**src/hw/rtl/tgn3d_pkg.sv**
```systemverilog
`timescale 1ns / 1ps
`default_nettype none
package tgn3d_pkg;
  localparam int TableSizeDefault = 256;
  localparam int CoordFracBitsDefault = 16;
  localparam int GradWidth = 16;
  localparam int DotWidth = 36;
  localparam int NoiseWidth = 18;
  localparam int CellScale = 255;

  typedef enum logic {
    OP_LOAD = 1'b0,
    OP_EVAL = 1'b1
  } opcode_t;

  typedef struct packed {
    logic signed [GradWidth-1:0] gx;
    logic signed [GradWidth-1:0] gy;
    logic signed [GradWidth-1:0] gz;
  } grad_t;

  typedef struct packed {
    logic [15:0] fx;
    logic [15:0] fy;
    logic [15:0] fz;
  } frac3_t;
endpackage
`default_nettype wire

```
**src/hw/rtl/tgn3d_lerp.sv**
```systemverilog
`timescale 1ns / 1ps
`default_nettype none
module tgn3d_lerp (
  input  wire logic                                   clk,
  input  wire logic                                   en,
  input  wire logic signed [tgn3d_pkg::DotWidth-1:0]  a,
  input  wire logic signed [tgn3d_pkg::DotWidth-1:0]  b,
  input  wire logic [15:0]                            u,
  output logic signed [tgn3d_pkg::DotWidth-1:0]       y
);
  localparam int W = tgn3d_pkg::DotWidth;
  logic signed [W:0] d;
  logic signed [W+17:0] p;

  always_comb begin
    d = (W+1)'(b) - (W+1)'(a);
    p = d * $signed({1'b0, u});
  end

  always_ff @(posedge clk) begin
    if (en) begin
      y <= W'(a + W'(p >>> 16));
    end
  end
endmodule
`default_nettype wire

```
**config.mk**
```make
export PLATFORM = sky130hd
export DESIGN_NAME = tgn3d_lerp
export DESIGN_NICKNAME = d
export VERILOG_FILES = /design/src/hw/rtl/tgn3d_pkg.sv /design/src/hw/rtl/tgn3d_lerp.sv
export SDC_FILE = /design/constraint.sdc
export NUM_CORES = 2
export LEC_CHECK = 0
export BUFFER_PORTS_ARGS = -buffer_cell sky130_fd_sc_hd__buf_2
export CORE_MARGIN = 2
export CORE_UTILIZATION = 60
export DETAILED_ROUTE_END_ITERATION = 16
export PLACE_DENSITY_LB_ADDON = 0.12
export SLEW_MARGIN = 0
export SYNTH_ARGS = -nofsm -noshare
export SYNTH_HDL_FRONTEND = slang
export SYNTH_SLANG_ARGS = --single-unit
```
**constraint.sdc**
```tcl
create_clock -name clk -period 15.63 [get_ports clk]
set_input_delay 3.126 -clock clk [delete_from_list [all_inputs] [get_ports clk]]
set_output_delay 3.126 -clock clk [all_outputs]
set_load 0.01 [all_outputs]
```
# Word-level counts from Yosys, hierarchy flattened
# Cells that the tools add are included.
# totals
in_bits	90
word_cells	4
reg_bits	36
# classes
multipliers	1
addsub	2
# ops
op	count
37-bit by 17-bit multiplier with 52-bit output	1
36-bit by 36-bit subtractor with 37-bit output	1
36-bit adder	1

# Longest topological paths before layout
# logic_depth
ltp_word	3
depth_mapped	47

# Worst setup path before layout
# No wires, ideal clock.
# synth_path
path_kind	input port to flip-flop
start	input port a[1] (netlist bit)
end	register y[35] (netlist bit) (data pin)
t_arrival_ns	13.183
required_ns	15.373
path_buffers	1
setup_slack_ns	2.190
path_stages	45
path_cell_list	inv_1 ha_1 nor2b_1 o31a_1 o31a_1 o32ai_4 nor3_1 or2_1 a21o_1 a21oi_1 xnor2_1 buf_2 and2_1 fa_1 inv_1 fa_1 fa_1 inv_1 [9 not listed] and2_1 a21oi_1 o211ai_1 a31o_2 a311o_1 a21oi_1 xnor2_1 ha_1 a21o_1 a21o_1 a22oi_1 nand3_1 o21a_1 a221o_1 a21o_1 a21oi_1 xnor3_1 xor2_1
# synth_via
elab_chain_cells	3
# synth_rtl
item	line	rtl
start, declared	tgn3d_lerp.sv:6	input wire logic signed [tgn3d_pkg::DotWidth-1:0] a,
36-bit by 36-bit subtractor with 37-bit output	tgn3d_lerp.sv:16	d = (W+1)'(b) - (W+1)'(a);
37-bit by 17-bit multiplier with 52-bit output	tgn3d_lerp.sv:17	p = d * $signed({1'b0, u});
36-bit adder (*)	tgn3d_lerp.sv:22	y <= W'(a + W'(p >>> 16));
end signal, assigned	tgn3d_lerp.sv:22	
end, declared	tgn3d_lerp.sv:9	output logic signed [tgn3d_pkg::DotWidth-1:0] y
# Mark *: on every way between the ends. The rest lies on a longest branch, timed or not.
# A chain may end at the register's enable or synchronous reset.

# Worst setup path after layout
# Same ends and word-level chain as after synthesis.

==> results.yml <==
outcome:
  status: "completed"
yosys:
  synth_area_per_cell_sq_um: 8.80
  synth.distinct_cells: 71
  synth.area.top_cells: "fa_1 (45%), inv_1 (11%), ha_1 (10%)"
  netlist_instances: 2736
  synth_top_area_share_pct: 45.5
  syn_nets: 3565
  ys_async_sr_fraction_pct: 0
  yosysWarningCount: 0
  synthFlopType: "edfxtp_1"
  synth-edff-count: 36
  synth_seq_cells: 36
  seq_area_frac_synth_pct: 4.49
  yosysTopAreaCell: "fa_1"
  synth.cell_area_sq_um: 24100
clock_network:
  hold_buffers: 0
  cts_sinks: 36
  postCtsSetupBuffers: 0
  root_buffer: "clkbuf_16"
  post_cts_resized: 0
  ctsLongestPathBuffers: 2
  h-tree-depth: 2
  cts_tree: "built"
  numCtsBuffers: 5
  clkTransAtPathRegs_ns: 0.06
finish:
  nets: 3642
  largest_register: "y"
  final_cell_mix: "inv_1 (677), fa_1 (547), nand2_1 (364), and2_1 (238), ha_1 (192)"
  largest_register_ffs: 36
  synthToLayoutAreaGrowth_pct: 6.00
  antennaDiodeCount: 0
  layout_commonest_cell: "inv_1"
  drive_above_1_share_pct: 7.60
  top_regs: "y x36"
  instances_no_fill: 3339
  fillCellCount: 3411
route:
  drtAntennaViolNets: 0
  totalWireLength_um: 61600
  wl_per_cell_um: 18.4
  drt_iter0_markers: 968
  drtPass1Iterations: 5
  drc: 0
  vias_per_cell: 5.54
  vias: 18484
placed_design:
  port_buffers: 125
  placedCellCount: 3331
  finalWeightedCongestion: 0.909
  dp_hpwl_um: 49200
setup_path:
  cp-start-kind: "input pin"
  worst_path_max_delay_cell: "fa_1"
  crit_arrival_ns: 14.49
  max_stage_delay_ns: 0.53
  path_max_fanout: 16
  critPathKind: "in2reg"
  cp-end-kind: "register"
  cp.required_ns: 15.68
  crit_path_frequent_cell: "fa_1"
timing:
  slew_headroom_pct: 18.7
  setup_tns_ns: 0
  max_freq_mhz: 69.2
  finalCriticalPeriod_ns: 14.44
  fin_crit_sh_pct: 92.4
  rsz0062_at_grt: "false"
  worst_pin_slew_ns: 1.19
  finalSetupViolCount: 0
  hold_viol_final: 0
  timing.final.max_slew_violations: 0
  timing.hold.ws_ns: 3.15
job:
  max_cap_viol_count: 0
floorplan:
  core_area_sq_um: 39600
  die_h_um: 204
  initial_core_util_pct: 60.8
  fp-row-count: 73
  io_pins: 126
  die_w_um: 204
  die-area_sq_um: 41800
global_route:
  grt_pass1_wl_um: 101000
  grt_pass1_vias: 19905
  grt_use_total_pct: 31.1
  grt_max_degree: 39
  antenna_found_initial: 0
  grt-ovfl-total: 0
worst_hold_path:
  hp-class: "in2reg"
[final timing paths]
| kind | to | slack, ns | startpoint | cells past startpoint |
|---|---|---|---|---|
| worst max-delay path | y[35] | 1.19 | a[1] | 46 |
| worst min-delay path | y[0] | 3.15 | a[0] | 2 |
[cell families (layout without fill, tap and decap cells)]
kind of cell / count (synthesis) / after routing / share of synthesized area (%)
AND/OR/NAND/NOR: 809 / 809 / 16.4
buffers and inverters: 782 / 860 / 12.3
adder cells (fa/ha/maj): 739 / 739 / 55.4
AO/OA/AOI/OAI: 264 / 264 / 7.41
XOR/XNOR: 106 / 106 / 3.94
flip-flops: 36 / 36 / 4.49
[layout make-up]
| type | count | area, sq um | area share [%] |
|---|---|---|---|
| Clock buffer | 6 | 129 | 0.505 |
| Clock inverter | 2 | 16.3 | 0.0637 |
| Inverter | 677 | 2540 | 9.95 |
| Multi-Input combinational cell | 1918 | 20100 | 78.8 |
| Sequential cell | 36 | 1080 | 4.23 |
| Tap cell | 525 | 657 | 2.57 |
| Timing Repair Buffer | 175 | 1000 | 3.92 |
[metrics by stage]
stage | util (%) | setup slack, ns | instance area, sq um
finish | 64.4 | 1.19 | 25500
detailed placement | 64.0 | 0.922 | 25400
global placement | 64.0 | 1.13 | 25400
CTS | 64.4 | 1.22 | 25500
floorplan | - | 2.19 | 24100
global route | 64.4 | 0.524 | 25500
[metal layers]
layer	share of wire (%)	global-route usage, %	vias to the layer above
met1	39	39.5	9394
met3	5.4	2.93	174
met2	51	55.1	639
met4	4.3	12.1	0
li1	-	-	8277
met5	0	0	-
[critical path, delay by kind of cell]
family	cells	cell delay, ns
simple gates	8	1.47
compound gates	18	4.57
buf+inv	7	0.61
xor+xnor	4	0.81
fa+ha+maj	9	3.89
[cells in the mapped netlist, drive strengths merged, types with 2 or more instances]
| cell type | count |
|---|---|
| nand2 | 364 |
| ha | 192 |
| xnor2 | 75 |
| o22ai | 2 |
| and3 | 11 |
| a31o | 7 |
| a211o | 6 |
| nand3 | 20 |
| edfxtp | 36 |
| clkbuf | 94 |
| nor2 | 67 |
| o211ai | 5 |
| o21a | 22 |
| nor3 | 20 |
| o31a | 4 |
| o21ai | 48 |
| a21oi | 71 |
| a22oi | 2 |
| nor2b | 40 |
| fa | 547 |
| a2111oi | 3 |
| nand4 | 8 |
| a21boi | 4 |
| a41oi | 3 |
| o2111ai | 2 |
| a21o | 46 |
| a31oi | 9 |
| nand2b | 22 |
| or2 | 8 |
| o31ai | 2 |
| o21bai | 6 |
| a211oi | 9 |
| inv | 677 |
| and2 | 240 |
| xor2 | 30 |
| buf | 11 |
| a221oi | 3 |
| a311oi | 2 |
Power is not shown: default switching activity piles up to over one toggle a cycle in this logic, so the estimate is an artifact.
