===== config.mk =====
export PLATFORM = sky130hd
export DESIGN_NAME = tgn3d_split
export DESIGN_NICKNAME = d
export VERILOG_FILES = /design/src/hw/rtl/tgn3d_pkg.sv /design/src/hw/rtl/tgn3d_split.sv
export SDC_FILE = /design/constraint.sdc
export NUM_CORES = 1
export LEC_CHECK = 0
export ABC_CLOCK_PERIOD_IN_PS = 3100
export BUFFER_PORTS_ARGS = -buffer_cell sky130_fd_sc_hd__buf_4
export CORE_AREA = 8 8 50 52
export DETAILED_ROUTE_END_ITERATION = 10
export DIE_AREA = 0 0 58 60
export GPL_TIMING_DRIVEN = 0
export PLACE_DENSITY = 0.83
export REMOVE_ABC_BUFFERS = 1
export SYNTH_ARGS = -nofsm -noshare
export SYNTH_HDL_FRONTEND = slang
export SYNTH_SLANG_ARGS = --single-unit

===== constraint.sdc =====
create_clock -name vclk -period 3.1
set_input_delay 0.465 -clock vclk [all_inputs]
set_output_delay 0.465 -clock vclk [all_outputs]
set_load 0.005 [all_outputs]

===== src/hw/rtl/tgn3d_pkg.sv =====
`timescale 1ns / 1ps
`default_nettype none
package tgn3d_pkg;
  localparam int TableSizeDefault = 256;
  localparam int CoordFracBitsDefault = 16;
  localparam int GradWidth = 16;
  localparam int DotWidth = 36;
  localparam int NoiseWidth = 18;
  localparam int CellScale = 255;

  typedef enum logic {
    OP_LOAD = 1'b0,
    OP_EVAL = 1'b1
  } opcode_t;

  typedef struct packed {
    logic signed [GradWidth-1:0] gx;
    logic signed [GradWidth-1:0] gy;
    logic signed [GradWidth-1:0] gz;
  } grad_t;

  typedef struct packed {
    logic [15:0] fx;
    logic [15:0] fy;
    logic [15:0] fz;
  } frac3_t;
endpackage
`default_nettype wire


===== src/hw/rtl/tgn3d_split.sv =====
`timescale 1ns / 1ps
`default_nettype none
module tgn3d_split #(
  parameter int COORD_FRAC_BITS = tgn3d_pkg::CoordFracBitsDefault
) (
  input  wire logic [15:0] coord,
  output logic [7:0]       lattice_idx,
  output logic [15:0]      frac
);
  localparam int ProdW = COORD_FRAC_BITS + 8;
  logic [COORD_FRAC_BITS-1:0] c;
  logic [ProdW-1:0] s;
  logic [COORD_FRAC_BITS-1:0] fr;

  always_comb begin
    c = COORD_FRAC_BITS'(coord);
    s = (ProdW'(c) << 8) - ProdW'(c);
    fr = s[COORD_FRAC_BITS-1:0];
    lattice_idx = s[ProdW-1:COORD_FRAC_BITS];
    if (COORD_FRAC_BITS >= 16) begin
      frac = 16'(fr >> (COORD_FRAC_BITS - 16));
    end else begin
      frac = 16'({fr, 16'd0} >> COORD_FRAC_BITS);
    end
  end
endmodule
`default_nettype wire


# Word-level counts from Yosys, hierarchy flattened
# Index checks and enable logic that the tools add are counted.
# Widths: inputs -> output; s select.
[totals]
in_bits = 16
out_inout_bits = 24
ff_bits = 0
[op_classes]
add_sub_neg = 1
[op_table]
columns = ["op", "n"]
rows = [
  ["$sub 24x16->24", 1],
]

# Longest topological paths before layout
# Gate-level depths: netlist of run 1.
[logic_depth]
ltp_word = 1
ltp_mapped = 7
mapped_depth_nobuf = 7

# Worst setup path after synthesis of run 1
# Ideal clock, no wire load.
[synth_timing]
path_type = "input port to output port"
startpoint = "input port coord[5]"
endpoint = "output port lattice_idx[7]"
slack_ns = 0.513
arrival_ns = 2.122
n_path_buf = 0
cell_stages = 5
path_cell_list = "or4_4 > or4_4 > a21bo_1 > a211oi_2 > a311o_1"
[synth_between]
elab_chain_cells = 1
[synth_lines]
columns = ["item", "line_no", "text"]
rows = [
  ["from (decl)", "tgn3d_split.sv:6", "input wire logic [15:0] coord,"],
  ["$sub 24x16->24", "tgn3d_split.sv:17", "s = (ProdW'(c) << 8) - ProdW'(c);"],
  ["to (decl)", "tgn3d_split.sv:7", "output logic [7:0] lattice_idx,"],
]
# Every way passes these cells.

# Worst setup path in the final report of run 1
[layout_timing]
startpoint = "input port coord[8]"
endpoint = "output port lattice_idx[6]"
# Same word-level chain as after synthesis.

==> results of run 1 <==
-- area by class of cell --
type / instances / area [um2]
inverter: 14 / 52.6
multi-input combinational: 106 / 767
tap: 18 / 22.5
fill: 181 / 659
timing repair buffer: 40 / 300
-- worst min-delay path by stage --
stage	startpoint	endpoint	slack, ns	cells after the start
after CTS	coord[0]	frac[0]	1.13	2
after global placement	coord[0]	frac[0]	1.13	2
after detailed placement	coord[0]	frac[0]	1.13	2
after global routing	coord[0]	frac[0]	1.14	2
after floorplan	coord[0]	frac[0]	0.93	0
final	coord[0]	frac[0]	1.13	2
-- per-stage QoR --
| step | util [%] | power, mW | area (um2) | std cells | setup slack, ns |
|---|---|---|---|---|---|
| floorplan | - | 0.112 | 818 | 120 | 0.513 |
| global placement | 63.3 | 0.211 | 1140 | 178 | 0.107 |
| detailed placement | 63.3 | 0.216 | 1140 | 178 | 0.0894 |
| CTS | 63.3 | 0.217 | 1140 | 178 | 0.0884 |
| global route | 63.4 | 0.239 | 1140 | 178 | 0.00780 |
| finish | 63.4 | 0.216 | 1140 | 178 | 0.148 |
-- cell families (layout without fill, tap and decap cells) --
| family | count (synthesis) | after routing |
|---|---|---|
| AOI/OAI and AO/OA | 42 | 42 |
| xor gates and xnor gates | 18 | 18 |
| adders and majority gates | 9 | 9 |
| buffers and inverters | 15 | 54 |
| and+or+nand+nor | 37 | 37 |
-- per-layer routing --
| layer | wire, um | global-route usage, % |
|---|---|---|
| met1 | 1220 | 19.3 |
| met2 | 1280 | 25.3 |
| met3 | 116 | 1.29 |
| met4 | 0 | 0 |
| met5 | 0 | 0 |
-- worst max-delay path: cells and delay by family --
kind                     cells  cell delay, ns
AO/OA/AOI/OAI                3            1.01
buffers and inverters        3            0.38
adder cells (fa/ha/maj)      1            0.26
AND/OR/NAND/NOR              1            0.20
XOR/XNOR                     1            0.17
-- where the power goes --
| part | total (mW) | switching [mW] | internal, mW |
|---|---|---|---|
| registers | 0 | 0 | 0 |
| clock network | 0 | 0 | 0 |
| logic | 0.216 | 0.107 | 0.109 |
-- repair_timing --
action / 4_1_cts / 5_1_grt
hold endpoints to repair: 0 / 0
setup buffers: 0 / 0
endpoints found under the setup margin: 0 / 1
resized for setup: 0 / 1
hold buffers: 0 / 0
-- cells in the final DEF (no fill, tap or decap), types with 2 or more instances in the layout --
master,count
o211ai_1,2
inv_1,14
xnor2_1,14
a31oi_1,5
a21o_1,4
a21oi_1,11
and3_1,2
nor4_1,4
nand2_1,10
a211o_1,2
o21ai_0,5
xor2_1,4
a211oi_1,3
ha_1,9
buf_4,40
nor2_1,6
or4_4,2
nand3_1,5
==> impl_metrics.py, run 1 <==
metrics = {
    "setup_path": {
        "worst_ep_arrival_time_ns": 2.49,
        "slowest_delay_ns": 0.50,
        "critical_path.endpoint_type": "output port",
        "timing.critical_path.cells": "buf_4 -> inv_1 -> ha_1 -> and3b_1 -> a41oi_1 -> o21bai_1 -> a2111oi_1 -> xnor2_1 -> buf_4",
        "startpoint": "coord[8]",
        "critical_path.endpoint": "lattice_idx[6]",
        "cp-start-kind": "input pin",
        "critical-path-top-cell-by-count": "buf_4",
        "timing.setup.critical_path_class": "in -> out",
        "cp_slowest_cell": "a2111oi_1",
        "cp_data_required_time_ns": 2.63,
        "critical_path_peak_fanout": 6,
    },
    "worst_hold_path": {
        "hp-class": "in -> out",
    },
    "routing": {
        "route.detailed.drc": 0,
        "vias_per_cell": 5.78,
        "drt_iter0_markers": 27,
        "route.detailed.wl_per_inst_um": 14.7,
        "detailroute.via_count": 1029,
        "final_routed_wirelength_mm": 2.62,
        "route.antenna.remaining_nets": 0,
        "drt_first_pass_iters": 4,
    },
    "synthesis": {
        "synth_seq_area_share_pct": 0,
        "synthesis.area_per_instance_um2": 6.82,
        "synth-adder-area-share_pct": 13.6,
        "synth_cell_type_count": 36,
        "synth.area.mux_share_pct": 0,
        "ys_warn_count": 0,
        "synth_top_cell_area_share_pct": 14.8,
        "synthesized_area_fraction_occupied_by_and_or_nand_nor_cells_pct": 24.7,
        "synth_top_area_cell": "xnor2_1",
        "post_synth_instance_area_um2": 826,
        "synth_compound_area_share_pct": 35.3,
        "post_synth_xor_area_fraction_pct": 19.1,
        "synth_top_family_by_area": "compound AO/OA/AOI/OAI gates",
        "post_synth_inst_count": 121,
        "synth.top_cells.by_area": "xnor2_1 (15%), ha_1 (14%), a21oi_1 (6.7%)",
        "post_synth_most_frequent_cells": "inv_1 (14), xnor2_1 (14), a21oi_1 (11)",
    },
    "power_and_ir_drop": {
        "power-per-cell-area_nw_per_um2": 189,
        "p_leak_nw": 0.533,
        "max-vdd-ir-drop_v": 0.000111,
    },
    "final_layout": {
        "nClkBuffers": 0,
        "area_growth_pct": 38.3,
        "layout-drive-gt1-share_pct": 28.7,
        "seq_cell_count": 0,
        "final_net_count": 187,
        "insertedDiodeCount": 0,
        "register_area_um2": 0,
    },
    "timing": {
        "worst_slew_margin_rel_pct": 68.8,
        "holdWs_ns": 1.13,
        "tightest_slew_ns": 0.463,
        "setup_violations": 0,
        "max_freq_mhz": 339,
        "report.final.hold_viol_count": 0,
        "rsz0062_at_grt": "false",
        "post-route-min-period_ns": 2.95,
        "finalSetupTns_ns": 0,
        "min_period_over_period_pct": 95.2,
        "drv_slew": 0,
    },
    "floorplanning": {
        "die_height_um": 60,
        "dieArea_um2": 3480,
        "fp.dieW_um": 58,
        "std_cell_rows": 16,
        "initial_utilization_pct": 45.8,
        "count_of_pins_on_the_block_boundary": 40,
        "core_region_area_um2": 1800,
    },
    "placed_design": {
        "dp_hpwl_mm": 2.24,
        "gp_routability_congestion": 0.902,
        "placement.io_buffers": 40,
    },
    "global_route": {
        "grt_start_max_net_pins": 9,
        "grt_antenna_before_repair": 0,
        "globalRoute.totalOverflow": 0,
        "via_count_of_the_first_global_routing_pass": 953,
        "first_pass_grt_wire_length_mm": 4.24,
        "grt_usage_pct": 14.3,
    },
    "job": {
        "drv.max_cap_violation_count": 0,
    },
    "outcome": {
        "outcome": "finished, final reports clean",
    },
}
Power figures use the tool's default switching activity.
==> run 2, diff against run 1 <==
- PLACE_DENSITY: 0.83 -> 0.9
==> run 2 against run 1 <==
  * Non-clock buffer count unchanged
  * Worst hold slack worse by 0.0024 ns
  * Count of clock-buffer cells in the layout unchanged
  * Largest cell class unchanged
  * Routed wire length up 8.8%
  * Design area unchanged
==> impl_metrics.py, run 2 (synthesized netlist as in run 1, its figures left out) <==
metrics = {
    "global_route": {
        "grt_start_max_net_pins": 9,
        "first_pass_grt_wire_length_mm": 4.74,
        "globalRoute.totalOverflow": 0,
        "grt_antenna_before_repair": 0,
        "via_count_of_the_first_global_routing_pass": 1099,
        "grt_usage_pct": 15.9,
    },
    "job": {
        "drv.max_cap_violation_count": 0,
    },
    "setup_path": {
        "critical_path.top_delay_family": "compound AO/OA/AOI/OAI gates",
        "critical_path.endpoint_type": "output port",
        "cp_slowest_cell": "a2111oi_1",
        "critical_path_peak_fanout": 6,
        "slowest_delay_ns": 0.51,
        "cp-start-kind": "input pin",
        "cp_data_required_time_ns": 2.63,
        "worst_ep_arrival_time_ns": 2.48,
        "timing.setup.critical_path_class": "in -> out",
        "timing.critical_path.cells": "buf_4 -> inv_1 -> ha_1 -> and3b_1 -> a41oi_1 -> o21bai_1 -> a2111oi_1 -> xnor2_1 -> buf_4",
        "timing.critical_path.buf_inv": 3,
        "critical-path-top-cell-by-count": "buf_4",
    },
    "placed_design": {
        "detailed_place.area_um2": 1140,
        "number_of_cells_in_the_design_after_placement": 178,
        "gp_routability_congestion": 0.872,
        "dp_hpwl_mm": 2.40,
        "placement.io_buffers": 40,
    },
    "final_layout": {
        "area_growth_pct": 38.3,
        "seq_cell_count": 0,
        "register_area_um2": 0,
        "layout_common_cells": "buf_4 (40), inv_1 (14), xnor2_1 (14)",
        "insertedDiodeCount": 0,
        "nClkBuffers": 0,
        "finalInstanceArea_um2": 1140,
        "layout-drive-gt1-share_pct": 28.7,
        "final_net_count": 187,
        "n_fill_cell": 161,
        "final_standard_cell_count_with_taps_included_and_fillers_excluded": 178,
        "final_common_cell": "buf_4",
    },
    "power_and_ir_drop": {
        "max-vdd-ir-drop_v": 0.000116,
        "p_leak_nw": 0.533,
        "power-per-cell-area_nw_per_um2": 194,
        "report.power.total_mw": 0.221,
    },
    "timing": {
        "holdWs_ns": 1.13,
        "drv_slew": 0,
        "tightest_slew_ns": 0.474,
        "max_freq_mhz": 339,
        "rsz0062_at_grt": "false",
        "worst_slew_margin_rel_pct": 68.2,
        "setup_violations": 0,
        "min_period_over_period_pct": 95.2,
        "post-route-min-period_ns": 2.95,
        "report.final.hold_viol_count": 0,
        "finalSetupTns_ns": 0,
    },
    "outcome": {
        "outcome": "finished, final reports clean",
    },
    "routing": {
        "route.detailed.drc": 0,
        "final_routed_wirelength_mm": 2.85,
        "route.detailed.wl_per_inst_um": 16.0,
        "drt_iter0_markers": 49,
        "route.antenna.remaining_nets": 0,
        "vias_per_cell": 6.16,
        "detailroute.via_count": 1097,
        "drt_first_pass_iters": 4,
    },
    "floorplanning": {
        "dieArea_um2": 3480,
        "fp.dieW_um": 58,
        "core_region_area_um2": 1800,
        "count_of_pins_on_the_block_boundary": 40,
        "initial_utilization_pct": 45.8,
        "std_cell_rows": 16,
        "die_height_um": 60,
    },
    "clock_tree": {
        "cts_setup_buffers": 0,
        "post_cts_hold_buffer_count": 0,
        "postCtsResizedCells": 0,
    },
    "worst_hold_path": {
        "hp-class": "in -> out",
    },
}
## run 2: cell counts in the layout (fill, tap and decap cells not counted)
Identical to the previous run, type by type.
## run 2: layer usage
metal | wire [um] | part of all wire (%) | global-route usage [%] | vias up
met5 | 0 | 0 | 0 | -
met4 | 53 | 1.9 | 3.50 | 0
met2 | 1430 | 50 | 29.5 | 51
met1 | 1190 | 42 | 19.2 | 506
met3 | 177 | 6.2 | 1.51 | 6
li1 | - | - | - | 534
## run 2: power breakdown
part	internal, mW	total [mW]	switching, mW
Sequential	0	0	0
Combinational	0.109	0.221	0.112
Clock	0	0	0
## run 2: cell type report
cell class         instances  area (um2)  area share (%)
inverters                 14        52.6            4.60
multi-input cells        106         767            67.1
well taps                 18        22.5            1.97
repair buffers            40         300            26.3
## run 2: final timing paths
check | startpoint | slack (ns) | cells past startpoint | end
worst max-delay path | coord[8] | 0.15 | 9 | lattice_idx[6]
worst min-delay path | coord[0] | 1.13 | 2 | frac[0]
## run 2: stage by stage
stage	util (%)	setup WS, ns
after floorplan	-	0.513
after global placement	63.3	0.116
after detailed placement	63.3	0.0966
after CTS	63.3	0.102
after global routing	63.4	0.00680
final	63.4	0.150
==> run 3, diff against run 2 <==
- ABC_AREA: not set -> 1
- ABC_CLOCK_PERIOD_IN_PS: 3100 -> 2800
- CORE_AREA: 8 8 50 52 -> 8 8 55 57
- DIE_AREA: 0 0 58 60 -> 0 0 63 65
- clock period: 3.1 -> 2.8 ns (I/O delays scaled with it)
==> run 3 against run 2 <==
  * Combinational power is 19% higher
  * Total power increased by 19%
  * Synthesized area up 37%
  * Via count up 33%
  * First-iteration DRC count up 43%
  * Worst setup slack improved by 0.42 ns
  * Cell count up 69%
  * Design area increased by 27%
  * Highest routed layer unchanged
==> impl_metrics.py, run 3 <==
metrics = {
    "outcome": {
        "outcome": "finished, final reports clean",
    },
    "setup_path": {
        "critical_path.endpoint_type": "output port",
        "critical_path_peak_fanout": 6,
        "timing.critical_path.cells": "buf_4 -> inv_1 -> ha_1 -> inv_1 -> nor2_2 -> nand2_1 -> nor2_1 -> nand2_1 -> nor2_1 -> nor2_1 -> nand2_1 -> nand2_1 -> buf_4",
        "critical-path-top-cell-by-count": "nand2_1",
        "cp_data_required_time_ns": 2.38,
        "critical_path.top_delay_family": "simple AND/OR/NAND/NOR gates",
        "cp_slowest_cell": "ha_1",
        "startpoint": "coord[8]",
        "worstSetupPathDepth": 13,
        "critical_path.endpoint": "frac[13]",
        "timing.critical_path.buf_inv": 4,
        "worst_ep_arrival_time_ns": 1.81,
        "timing.setup.critical_path_class": "in -> out",
        "slowest_delay_ns": 0.32,
        "cp-start-kind": "input pin",
    },
    "synthesis": {
        "ys_warn_count": 0,
        "synthMostInstantiatedCell": "nand2_1",
        "synth_top_area_cell": "nand2_1",
        "post_synth_most_frequent_cells": "nand2_1 (93), inv_1 (33), nor2_1 (27)",
        "synth_top_cell_area_share_pct": 31.0,
        "post_synth_instance_area_um2": 1130,
        "synth.top_cells.by_area": "nand2_1 (31%), inv_1 (11%), ha_1 (10%)",
        "post_synth_inst_count": 233,
        "synth_cell_type_count": 19,
        "synth_seq_area_share_pct": 0,
        "synthesis.area_per_instance_um2": 4.84,
    },
    "placed_design": {
        "placement.io_buffers": 40,
        "gp_routability_congestion": 0.920,
        "dp_hpwl_mm": 2.93,
        "detailed_place.area_um2": 1460,
    },
    "floorplanning": {
        "core_region_area_um2": 2150,
        "dieArea_um2": 4100,
        "initial_utilization_pct": 52.5,
        "count_of_pins_on_the_block_boundary": 40,
        "std_cell_rows": 17,
        "die_height_um": 65,
        "fp.dieW_um": 63,
    },
    "final_layout": {
        "layout-drive-gt1-share_pct": 24.3,
        "register_area_um2": 0,
        "insertedDiodeCount": 0,
        "finalInstanceArea_um2": 1460,
        "final_net_count": 299,
        "final_common_cell": "nand2_1",
        "nClkBuffers": 0,
        "layout_common_cells": "nand2_1 (93), buf_4 (40), inv_1 (33)",
        "n_fill_cell": 213,
        "area_growth_pct": 29.1,
        "seq_cell_count": 0,
    },
    "power_and_ir_drop": {
        "max-vdd-ir-drop_v": 0.000117,
        "power-per-cell-area_nw_per_um2": 180,
        "p_leak_nw": 0.827,
    },
    "clock_tree": {
        "postCtsResizedCells": 0,
        "cts_setup_buffers": 0,
        "post_cts_hold_buffer_count": 0,
    },
    "global_route": {
        "via_count_of_the_first_global_routing_pass": 1318,
        "grt_usage_pct": 15.4,
        "grt_start_max_net_pins": 7,
        "first_pass_grt_wire_length_mm": 5.53,
        "grt_antenna_before_repair": 0,
        "globalRoute.totalOverflow": 0,
    },
    "routing": {
        "route.antenna.remaining_nets": 0,
        "vias_per_cell": 4.86,
        "drt_first_pass_iters": 4,
        "detailroute.via_count": 1459,
        "route.detailed.drc": 0,
        "final_routed_wirelength_mm": 3.26,
        "drt_iter0_markers": 70,
        "route.detailed.wl_per_inst_um": 10.9,
    },
    "timing": {
        "report.final.hold_viol_count": 0,
        "drv_slew": 0,
        "post-route-min-period_ns": 2.23,
        "rsz0062_at_grt": "false",
        "worst_slew_margin_rel_pct": 81.7,
        "tightest_slew_ns": 0.272,
        "max_freq_mhz": 448,
        "min_period_over_period_pct": 79.7,
        "finalSetupTns_ns": 0,
        "setup_violations": 0,
    },
    "worst_hold_path": {
        "hp-class": "in -> out",
        "holdPathStages": 2,
    },
    "job": {
        "drv.max_cap_violation_count": 0,
    },
}
## run 3: kinds of logic after synthesis
logic type      synth area share, %
compound gates                 3.77
simple gates                   64.4
xor+xnor                       8.55
buf+inv                        13.3
fa+ha+maj                      9.99
## run 3: area by class of cell
class                           instances  area (um2)  area share [%]
Multi-Input combinational cell        194         977            67.2
Tap cell                               28        35.0            2.41
Inverter                               38         143            9.80
Timing Repair Buffer                   40         300            20.6
## run 3: how the worst min path moves through the flow
stage                         from  slack (ns)       to
after detailed placement  coord[0]        1.05  frac[0]
after global routing      coord[0]        1.06  frac[0]
after CTS                 coord[0]        1.05  frac[0]
after floorplan           coord[0]        0.84  frac[0]
final                     coord[0]        1.05  frac[0]
after global placement    coord[0]        1.05  frac[0]
## run 3: metal layers
metal	GRT usage, %	up-vias	share of wire, %
li1	-	798	-
met1	19.0	626	47
met2	28.4	33	48
met3	1.55	2	4.1
met4	1.99	0	0.89
met5	0	-	0
## run 3: report_power, final
part / switching, mW / internal, mW
registers: 0 / 0
clock network: 0 / 0
logic: 0.144 / 0.118
## run 3: per-stage QoR
stage | power (mW) | util (%) | hold slack [ns] | cells | setup WS (ns)
6_report | 0.262 | 67.7 | 1.05 | 300 | 0.569
5_1_grt | 0.292 | 67.7 | 1.06 | 300 | 0.436
4_1_cts | 0.263 | 67.7 | 1.05 | 300 | 0.594
3_5_place_dp | 0.262 | 67.7 | 1.05 | 300 | 0.599
2_1_floorplan | 0.148 | - | 0.840 | 232 | 0.946
3_3_place_gp | 0.258 | 67.7 | 1.05 | 300 | 0.611
